**src/design/ccob_pkg.sv**
```systemverilog
// shared types and constants for the constant color over blend unit
package ccob_pkg;

  // configuration port geometry
  localparam int CFG_ADDR_W = 5;
  localparam int CFG_DATA_W = 32;

  // register indexes (byte address = 4 * index)
  localparam logic [2:0] REG_BLEND_RED   = 3'd0;
  localparam logic [2:0] REG_BLEND_GREEN = 3'd1;
  localparam logic [2:0] REG_BLEND_BLUE  = 3'd2;
  localparam logic [2:0] REG_BLEND_ALPHA = 3'd3;
  localparam logic [2:0] REG_PREMULT     = 3'd4;

  // blend arithmetic constants
  localparam logic [7:0]  ALPHA_ZERO = 8'h00;
  localparam logic [7:0]  ALPHA_FULL = 8'hFF;
  localparam logic [16:0] ROUND_BIAS = 17'd127;
  localparam logic [16:0] SAT_LIMIT  = 17'd65280;  // 256 * 255

  typedef struct packed {
    logic [7:0] pixel_blue;
    logic [7:0] pixel_green;
    logic [7:0] pixel_red;
    logic [7:0] pixel_alpha;
  } pixel_t;

  typedef struct packed {
    logic [7:0] out_blue;
    logic [7:0] out_green;
    logic [7:0] out_red;
    logic [7:0] out_alpha;
  } result_t;

  typedef struct packed {
    logic [7:0] blend_red;
    logic [7:0] blend_green;
    logic [7:0] blend_blue;
    logic [7:0] blend_alpha;
    logic       premultiplied_mode;
  } cfg_t;

endpackage

```
**src/design/ccob_cfg_regs.sv**
```systemverilog
// apb register file holding the overlay color, opacity and blend mode
module ccob_cfg_regs (
  input  logic                             clk,
  input  logic                             rst_n,
  input  logic                             psel,
  input  logic                             penable,
  input  logic                             pwrite,
  input  logic [ccob_pkg::CFG_ADDR_W-1:0]  paddr,
  input  logic [ccob_pkg::CFG_DATA_W-1:0]  pwdata,
  output logic [ccob_pkg::CFG_DATA_W-1:0]  prdata,
  output logic                             pready,
  output ccob_pkg::cfg_t                   cfg
);
  import ccob_pkg::*;

  cfg_t       cfg_r;
  cfg_t       cfg_nxt;
  logic       wr_en;
  logic [2:0] reg_idx;

  assign pready  = 1'b1;
  assign wr_en   = psel & penable & pwrite & pready;
  assign reg_idx = paddr[4:2];

  always_comb begin
    cfg_nxt = cfg_r;
    if (wr_en) begin
      case (reg_idx)
        REG_BLEND_RED:   cfg_nxt.blend_red          = pwdata[7:0];
        REG_BLEND_GREEN: cfg_nxt.blend_green        = pwdata[7:0];
        REG_BLEND_BLUE:  cfg_nxt.blend_blue         = pwdata[7:0];
        REG_BLEND_ALPHA: cfg_nxt.blend_alpha        = pwdata[7:0];
        REG_PREMULT:     cfg_nxt.premultiplied_mode = pwdata[0];
        default:         cfg_nxt = cfg_r;
      endcase
    end
  end

  always_ff @(posedge clk) begin
    if (!rst_n) begin
      cfg_r <= '0;
    end else begin
      cfg_r <= cfg_nxt;
    end
  end

  always_comb begin
    case (reg_idx)
      REG_BLEND_RED:   prdata = {24'd0, cfg_r.blend_red};
      REG_BLEND_GREEN: prdata = {24'd0, cfg_r.blend_green};
      REG_BLEND_BLUE:  prdata = {24'd0, cfg_r.blend_blue};
      REG_BLEND_ALPHA: prdata = {24'd0, cfg_r.blend_alpha};
      REG_PREMULT:     prdata = {31'd0, cfg_r.premultiplied_mode};
      default:         prdata = '0;
    endcase
  end

  assign cfg = cfg_r;

endmodule

```
**src/design/ccob_channel_mix.sv**
```systemverilog
// one color channel blend: two 8x8 products, rounding, divide by 255, saturate
module ccob_channel_mix (
  input  logic [7:0] color,
  input  logic [7:0] pixel,
  input  logic [7:0] alpha,
  input  logic       premult,
  output logic [7:0] mixed
);
  import ccob_pkg::*;

  logic [7:0]  inv_alpha;
  logic [15:0] color_term;
  logic [15:0] pixel_term;
  logic [16:0] sum;
  logic [15:0] sum_lo;
  logic [15:0] div_acc;
  logic        sat;

  assign inv_alpha = ALPHA_FULL - alpha;

  // premultiplied color weighs by 255, straight color by alpha
  assign color_term = premult ? ({color, 8'h00} - {8'h00, color})
                              : (16'(color) * 16'(alpha));
  assign pixel_term = 16'(pixel) * 16'(inv_alpha);
  assign sum        = {1'b0, color_term} + {1'b0, pixel_term} + ROUND_BIAS;

  // quotient would exceed 255 exactly when sum reaches 256*255
  assign sat     = (sum >= SAT_LIMIT);
  assign sum_lo  = sum[15:0];
  // exact x/255 for x below 256*255
  assign div_acc = sum_lo + 16'd1 + {8'h00, sum_lo[15:8]};

  always_comb begin
    if (alpha == ALPHA_ZERO) begin
      mixed = pixel;
    end else if (alpha == ALPHA_FULL) begin
      mixed = color;
    end else if (sat) begin
      mixed = 8'hFF;
    end else begin
      mixed = div_acc[15:8];
    end
  end

endmodule

```
**src/design/constant_color_over_blend_unit.sv**
```systemverilog
// top level: constant color over blend with apb configuration
//
//  channel   ports                                   handshake
//  input     start, busy, in_pixel                   start & !busy, busy stays low
//  result    out_valid, out_result                   one-cycle strobe, no backpressure
//  config    psel penable pwrite paddr pwdata        write at psel&penable&pwrite&pready
//            prdata pready                           pready always high
//
// one pixel transaction is accepted every cycle; its result passes through the input
// register, then the channel blend logic, then the result register, whose output drives
// the result strobe
// rst_n is synchronous; it clears the valid flags and all config registers
// the receiver cannot stall, so the pipeline never holds and busy is never raised
// config must be written only while no pixel is in flight; the block does not enforce this
module constant_color_over_blend_unit (
  input  logic                             clk,
  input  logic                             rst_n,
  // pixel input
  input  logic                             start,
  output logic                             busy,
  input  ccob_pkg::pixel_t                 in_pixel,
  // blended result
  output logic                             out_valid,
  output ccob_pkg::result_t                out_result,
  // configuration
  input  logic                             psel,
  input  logic                             penable,
  input  logic                             pwrite,
  input  logic [ccob_pkg::CFG_ADDR_W-1:0]  paddr,
  input  logic [ccob_pkg::CFG_DATA_W-1:0]  pwdata,
  output logic [ccob_pkg::CFG_DATA_W-1:0]  prdata,
  output logic                             pready
);
  import ccob_pkg::*;

  cfg_t    cfg;
  pixel_t  pix_r;
  logic    pix_vld_r;
  result_t res_r;
  result_t res_nxt;
  logic    res_vld_r;
  logic    in_take;

  // no backpressure anywhere, so the unit is always ready
  assign busy    = 1'b0;
  assign in_take = start & ~busy;

  ccob_cfg_regs u_cfg_regs (
    .clk     (clk),
    .rst_n   (rst_n),
    .psel    (psel),
    .penable (penable),
    .pwrite  (pwrite),
    .paddr   (paddr),
    .pwdata  (pwdata),
    .prdata  (prdata),
    .pready  (pready),
    .cfg     (cfg)
  );

  // input register stage
  always_ff @(posedge clk) begin
    if (!rst_n) begin
      pix_vld_r <= 1'b0;
    end else begin
      pix_vld_r <= in_take;
    end
  end

  always_ff @(posedge clk) begin
    if (in_take) begin
      pix_r <= in_pixel;
    end
  end

  // per-channel blend logic
  ccob_channel_mix u_mix_blue (
    .color   (cfg.blend_blue),
    .pixel   (pix_r.pixel_blue),
    .alpha   (cfg.blend_alpha),
    .premult (cfg.premultiplied_mode),
    .mixed   (res_nxt.out_blue)
  );

  ccob_channel_mix u_mix_green (
    .color   (cfg.blend_green),
    .pixel   (pix_r.pixel_green),
    .alpha   (cfg.blend_alpha),
    .premult (cfg.premultiplied_mode),
    .mixed   (res_nxt.out_green)
  );

  ccob_channel_mix u_mix_red (
    .color   (cfg.blend_red),
    .pixel   (pix_r.pixel_red),
    .alpha   (cfg.blend_alpha),
    .premult (cfg.premultiplied_mode),
    .mixed   (res_nxt.out_red)
  );

  // alpha byte of the pixel passes through untouched
  assign res_nxt.out_alpha = pix_r.pixel_alpha;

  // result register stage, strobed for one cycle per transaction
  always_ff @(posedge clk) begin
    if (!rst_n) begin
      res_vld_r <= 1'b0;
    end else begin
      res_vld_r <= pix_vld_r;
    end
  end

  always_ff @(posedge clk) begin
    if (pix_vld_r) begin
      res_r <= res_nxt;
    end
  end

  assign out_valid  = res_vld_r;
  assign out_result = res_r;

endmodule

```
**config.mk**
```make
export PLATFORM = sky130hd
export DESIGN_NAME = constant_color_over_blend_unit
export DESIGN_NICKNAME = d
export VERILOG_FILES = /design/src/design/ccob_pkg.sv /design/src/design/ccob_cfg_regs.sv /design/src/design/ccob_channel_mix.sv /design/src/design/constant_color_over_blend_unit.sv
export SDC_FILE = /design/constraint.sdc
export NUM_CORES = 1
export LEC_CHECK = 0
export BUFFER_PORTS_ARGS = -buffer_cell sky130_fd_sc_hd__buf_2
export CORE_MARGIN = 2
export CORE_UTILIZATION = 60
export CTS_BUF_LIST = sky130_fd_sc_hd__clkbuf_2
export CTS_CLUSTER_DIAMETER = 200
export DETAILED_ROUTE_END_ITERATION = 8
export GPL_TIMING_DRIVEN = 0
export PLACE_DENSITY = 0.79
export SKIP_CTS_REPAIR_TIMING = 1
export SYNTH_ARGS = -nofsm -noshare
export SYNTH_HDL_FRONTEND = slang
export SYNTH_HIERARCHICAL = 1
export SYNTH_SLANG_ARGS = --single-unit
```
**constraint.sdc**
```tcl
create_clock -name clk -period 12.4 [get_ports clk]
set_input_delay 0 -clock clk [delete_from_list [all_inputs] [get_ports clk]]
set_output_delay 0 -clock clk [all_outputs]
set_load 0.05 [all_outputs]
```
==> impl_metrics.py, run 1 <==
metrics = {
    "critical_path": {
        "worstPathRequired_ns": 12.89,
        "cp_slowest_stage_delay_ns": 1.29,
        "cp_data_arrival_time_ns": 11.40,
        "endpoint_kind": "flip-flop",
        "worst_path_most_repeated_cell": "sky130_fd_sc_hd__fa_1",
        "critPathLaunchType": "flip-flop",
        "timing.critical_path.max_delay_family": "adder cells",
        "crit_type": "reg2reg",
        "worst-path-max-fanout": 29,
        "cp_slowest_cell": "sky130_fd_sc_hd__dfxtp_1",
        "cp.buffers_inverters": 3,
    },
    "logic_synthesis": {
        "netlist-cell-type-count": 98,
        "synth.cells.most_frequent": "437 x sky130_fd_sc_hd__inv_1, 273 x sky130_fd_sc_hd__fa_1, 267 x sky130_fd_sc_hd__ha_1, 150 x sky130_fd_sc_hd__nand2_1, 140 x sky130_fd_sc_hd__and2_1",
        "yosys.area.top_type": "sky130_fd_sc_hd__fa_1",
        "fraction_of_the_mapped_netlist_area_in_compound_gates_pct": 10.6,
        "synthMostInstantiatedCell": "sky130_fd_sc_hd__inv_1",
        "syn-instance-count": 2397,
        "proportion_of_register_bits_with_asynchronous_set_or_reset_after_synthesis_pct": 0,
        "synth_xor_xnor_area_share_pct": 3.78,
        "total_standard_cell_area_after_synthesis_um2": 21500,
        "synthesis.yosys.warnings": 6,
        "syn_avg_cell_area_um2": 8.96,
        "synth_seq_area_share_pct": 12.2,
        "adder_and_majority_cell_fraction_of_the_synthesized_area_pct": 41.0,
        "yosys_register_bits": 99,
        "ys.flop_type": "sky130_fd_sc_hd__edfxtp_1",
        "synth_top_area_cells": "sky130_fd_sc_hd__fa_1 25%, sky130_fd_sc_hd__ha_1 16%, sky130_fd_sc_hd__edfxtp_1 9.0%, sky130_fd_sc_hd__inv_1 7.6%, sky130_fd_sc_hd__and2_1 4.1%",
        "synth_enable_flop_cells": 64,
        "synthDominantCellAreaShare_pct": 25.5,
        "yosys.area_share.simple_pct": 18.9,
        "largest_family_of_logic_cells_by_synthesized_area": "adder cells",
        "muxShareOfSynthArea_pct": 3.10,
    },
    "clocking": {
        "clk_path_buf_depth": 2,
        "cts.reportedPaths.clkPinSlew_ns": 0.34,
        "insertion_delay_of_the_later_clocked_pin_in_the_worst_skew_pair_ns": 0.80,
        "cts_tree": "yes",
        "cts_buffers": 9,
        "cts-htree-levels": 3,
        "cts_root_buffer": "sky130_fd_sc_hd__clkbuf_2",
        "clock_sinks": 99,
    },
    "timing": {
        "clock_skew_ns": 0.0935,
        "timing_hold_violations_final": 0,
        "fin_setup_tns_ns": 0,
        "rsz0062_at_grt": "false",
        "worst_pin_slew_ns": 1.40,
        "setup-violations-final": 0,
        "slew-limit-headroom_pct": 6.25,
        "final_number_of_max_transition_violations": 0,
        "final_period_minus_worst_setup_slack_ns": 10.91,
        "final_min_period_over_clock_period_pct": 88.0,
        "fmaxAchievable_ghz": 0.0917,
    },
    "final_layout": {
        "nNetsFinal": 3221,
        "proportion_of_layout_cells_with_a_drive_suffix_above_1_pct": 8.35,
        "flow.area_growth_from_synthesis_pct": 9.89,
    },
    "placed_design": {
        "routabilityCongestion": 0.965,
        "port_buffers": 88,
        "post-dp-hpwl_um": 42700,
    },
    "routing": {
        "drt_first_iter_violations": 1541,
        "num_vias": 17600,
        "routedWlPerCell_um": 18.2,
        "drt_pre_antenna_iters": 6,
        "antenna_left": 0,
        "post_drt_via_cell_ratio": 5.73,
        "drc": 0,
        "drt_wl_total_um": 56000,
    },
    "floorplan": {
        "start_util_pct": 60.7,
        "floorplan.die.width_um": 193,
        "floorplan.die.height_um": 193,
        "dieArea_um2": 37300,
        "top_level_ports": 142,
        "std_cell_rows": 69,
        "placeable_core_region_um2": 35400,
    },
    "grt": {
        "first_global_vias": 17000,
        "globalRoute.totalOverflow": 0,
        "antenna_found_initial": 3,
        "grt_start_max_net_pins": 34,
        "grt.total_usage_pct": 29.4,
        "grt_first_pass_wirelength_um": 85700,
    },
    "job": {
        "max_capacitance_violation_count": 0,
    },
    "min_path": {
        "worstHoldPathType": "in2reg",
    },
    "outcome": {
        "status": "completed",
    },
}
routing by layer:
metal,GRT usage (%),routed length [um]
met5,0,9
met4,8.54,1240
met3,4.40,3800
met2,49.1,27200
met1,39.8,23700
through the flow:
stage	cells	util (%)	setup slack, ns	hold slack (ns)	area (um^2)
floorplan	2420	-	3.22	0.0989	21600
global placement	2969	63.8	1.78	0.176	22600
detailed placement	2970	63.9	1.70	0.178	22600
CTS	2986	64.2	1.63	-0.727	22700
global route	3074	66.7	1.10	0.0328	23600
finish	3074	66.7	1.49	0.0490	23600
flip-flops by register name, summed over array words and instances (netlist names):
register,cells
u_cfg_regs/cfg,33
out_result,32
pix_r,32
out_valid,1
pix_vld_r,1
path summary, 6_finish.rpt:
path              cells past startpoint                        to  slack [ns]                      startpoint
setup / recovery                     31  out_result[21]$_DFFE_PP_        1.49  u_cfg_regs/cfg[3]$_SDFFE_PN0P_
setup reg to reg                     31  out_result[21]$_DFFE_PP_        1.49  u_cfg_regs/cfg[3]$_SDFFE_PN0P_
hold / removal                        3      out_valid$_SDFF_PN0_        0.05                           rst_n
hold reg to reg                       0   out_result[2]$_DFFE_PP_        0.47              pix_r[2]$_DFFE_PP_
tightest hold or removal path, cell delays in order:
cell and delay (ns):
sky130_fd_sc_hd__dlygate4sd3_1 0.52, sky130_fd_sc_hd__buf_2 0.15, sky130_fd_sc_hd__and2_1 0.12
kinds of logic (layout without fill, tap and decap cells):
family,after synthesis,count (layout)
AOI/OAI and AO/OA,333,333
xor gates and xnor gates,91,91
adders and majority gates,540,540
buffers and inverters,546,737
DFF,99,99
muxes,55,55
other,3,28
and+or+nand+nor,730,730
cells in the final DEF, fill, tap and decap left out, drive strengths merged, types with 9 or more instances in the layout:
master,count
nor3,32
a21oi,85
xor2,37
o22ai,21
nor2b,88
edfxtp,64
a211oi,18
nand2b,137
dlygate4sd3,86
o31ai,9
and2,143
buf,135
o21a,18
dfxtp,35
mux2i,41
nand2,151
ha,267
a21o,27
conb,26
fa,273
nand4,14
nor2,73
and3,10
nand3,28
a31oi,19
o21ai,67
or2,10
clkbuf,71
nor4,12
inv,440
o21bai,9
xnor2,54
o211ai,16
layout make-up:
type	count	area, um^2
Buffer	109	582
Tap cell	461	577
Multi-Input combinational cell	1775	16700
Clock inverter	7	80.1
Antenna cell	2	5.00
Clock buffer	9	45.0
Sequential cell	99	2630
Fill cell	2819	11800
Inverter	437	1640
Timing Repair Buffer	175	1330
Power of run 1 is left out: the tool's default activity adds up to more than one toggle a clock period on the data nets, which glitch-free logic cannot reach.
==> run 2, diff against run 1 <==
--- a/config.mk
+++ b/config.mk
@@ -7,12 +7,12 @@
 export LEC_CHECK = 0
 export BUFFER_PORTS_ARGS = -buffer_cell sky130_fd_sc_hd__buf_2
 export CORE_MARGIN = 2
-export CORE_UTILIZATION = 60
+export CORE_UTILIZATION = 55
 export CTS_BUF_LIST = sky130_fd_sc_hd__clkbuf_2
 export CTS_CLUSTER_DIAMETER = 200
 export DETAILED_ROUTE_END_ITERATION = 8
 export GPL_TIMING_DRIVEN = 0
-export PLACE_DENSITY = 0.79
+export PLACE_DENSITY = 0.73
 export SKIP_CTS_REPAIR_TIMING = 1
 export SYNTH_ARGS = -nofsm -noshare
 export SYNTH_HDL_FRONTEND = slang
==> run 2 against run 1 <==
Compared with the run above: non-clock buffer count is the same; register-to-register slack lost 0.13 ns; critical path depth is the same; sequential cell count is the same; via count shrank 0.73%; utilization shrank 5.3 points; clock-buffer cell count is the same; cell count grew 1.9%; clock skew shrank 0.024 ns; maximum frequency shrank 1.2%; critical path type unchanged; highest routed layer is now met4.
==> impl_metrics.py, run 2 (synthesized netlist as in run 1, its figures left out) <==
metrics = {
    "timing": {
        "worst_pin_slew_ns": 1.47,
        "rsz0062_at_grt": "false",
        "timing_hold_violations_final": 0,
        "final_min_period_over_clock_period_pct": 89.0,
        "clock_skew_ns": 0.0690,
        "slew-limit-headroom_pct": 1.73,
        "final_period_minus_worst_setup_slack_ns": 11.04,
        "setup-violations-final": 0,
        "fin_setup_tns_ns": 0,
        "fmaxAchievable_ghz": 0.0906,
        "final_number_of_max_transition_violations": 0,
    },
    "clocking": {
        "cts_buffers": 9,
        "cts.reportedPaths.clkPinSlew_ns": 0.33,
        "cts_tree": "yes",
        "cts_root_buffer": "sky130_fd_sc_hd__clkbuf_2",
        "clk_path_buf_depth": 2,
        "clock_sinks": 99,
        "cts-htree-levels": 3,
        "insertion_delay_of_the_later_clocked_pin_in_the_worst_skew_pair_ns": 0.79,
    },
    "critical_path": {
        "r2r_setup_slack_ns": 1.36,
        "endpoint_kind": "flip-flop",
        "worst-path-max-fanout": 29,
        "regToRegStartpoint": "u_cfg_regs/cfg[5]$_SDFFE_PN0P_",
        "worstPathRequired_ns": 12.96,
        "timing.rr.end": "out_result[29]$_DFFE_PP_",
        "worst_path_most_repeated_cell": "sky130_fd_sc_hd__fa_1",
        "worst-r2r-cell-count": 31,
        "cp_slowest_stage_delay_ns": 1.35,
        "cp_slowest_cell": "sky130_fd_sc_hd__dfxtp_1",
        "crit_type": "reg2reg",
        "critPathLaunchType": "flip-flop",
        "cp_data_arrival_time_ns": 11.59,
    },
    "floorplan": {
        "start_util_pct": 55.7,
        "placeable_core_region_um2": 38600,
        "floorplan.die.width_um": 202,
        "dieArea_um2": 40600,
        "std_cell_rows": 72,
        "floorplan.die.height_um": 202,
        "top_level_ports": 142,
    },
    "placed_design": {
        "routabilityCongestion": 0.944,
        "port_buffers": 88,
        "post-dp-hpwl_um": 43400,
    },
    "final_layout": {
        "flow.area_growth_from_synthesis_pct": 10.2,
        "largest_register_ffs": 33,
        "layout.cells.most_common_list": "437 x sky130_fd_sc_hd__inv_1, 273 x sky130_fd_sc_hd__fa_1, 267 x sky130_fd_sc_hd__ha_1",
        "proportion_of_layout_cells_with_a_drive_suffix_above_1_pct": 8.35,
        "nNetsFinal": 3221,
        "final_common_cell": "sky130_fd_sc_hd__inv_1",
    },
    "routing": {
        "drt_wl_total_um": 55900,
        "drt_first_iter_violations": 1270,
        "num_vias": 17500,
        "routedWlPerCell_um": 17.8,
        "drc": 0,
        "post_drt_via_cell_ratio": 5.59,
        "drt_pre_antenna_iters": 8,
        "antenna_left": 0,
    },
    "min_path": {
        "worstHoldPathType": "in2reg",
        "worst_hold_path.endpoint": "u_cfg_regs/cfg[14]$_SDFFE_PN0P_",
        "hold_path_startpoint": "pwdata[5]",
        "min_path_cells": 4,
    },
    "grt": {
        "antenna_found_initial": 1,
        "grt.total_usage_pct": 27.7,
        "first_global_vias": 17800,
        "grt_first_pass_wirelength_um": 89800,
        "globalRoute.totalOverflow": 0,
        "grt_start_max_net_pins": 34,
    },
    "job": {
        "max_capacitance_violation_count": 0,
    },
    "outcome": {
        "status": "completed",
    },
}
-- run 2: worst max-delay path by stage --
stage                                         from                       end  cells past startpoint
finish              u_cfg_regs/cfg[5]$_SDFFE_PN0P_  out_result[29]$_DFFE_PP_                     31
global route        u_cfg_regs/cfg[5]$_SDFFE_PN0P_  out_result[31]$_DFFE_PP_                     30
CTS                 u_cfg_regs/cfg[4]$_SDFFE_PN0P_  out_result[29]$_DFFE_PP_                     31
detailed placement  u_cfg_regs/cfg[4]$_SDFFE_PN0P_  out_result[29]$_DFFE_PP_                     31
global placement    u_cfg_regs/cfg[5]$_SDFFE_PN0P_  out_result[29]$_DFFE_PP_                     31
floorplan           u_cfg_regs/cfg[4]$_SDFFE_PN0P_  out_result[23]$_DFFE_PP_                     30
-- run 2: area by class of cell --
cell class | instances | area (um^2)
diodes | 2 | 5.00
multi-input cells | 1775 | 16700
flip-flops and latches | 99 | 2630
repair buffers | 175 | 1320
inverters | 437 | 1640
clock buffers | 9 | 45.0
fillers | 3444 | 14900
well taps | 518 | 648
clock inverters | 7 | 87.6
plain buffers | 109 | 582
-- run 2: stage by stage --
step                area [um^2]  hold WS (ns)  std cells  setup WS, ns  util [%]
detailed placement        22700         0.178       3027          1.46      58.8
global placement          22600         0.177       3026          1.73      58.7
global route              23700        0.0532       3130         0.855      61.4
CTS                       22800        -0.732       3043          1.40      59.1
floorplan                 21600        0.0989       2420          3.22         -
finish                    23700         0.111       3131          1.36      61.4
-- run 2: critical path: cells and delay by family, from the launching register on --
family | cells | cell delay [ns]
compound gates | 9 | 2.10
xor+xnor | 1 | 0.31
fa+ha+maj | 12 | 5.28
buf+inv | 3 | 0.59
flops | 1 | 1.35
simple gates | 6 | 1.19
-- run 2: per-layer routing --
layer / track usage (%) / wire [um] / up-vias
li1: - / - / 8142
met1: 37.0 / 24300 / 8699
met2: 46.4 / 26500 / 561
met3: 5.23 / 3770 / 94
met4: 7.27 / 1230 / 0
met5: 0 / 0 / -
Power of run 2 is left out for the same reason.
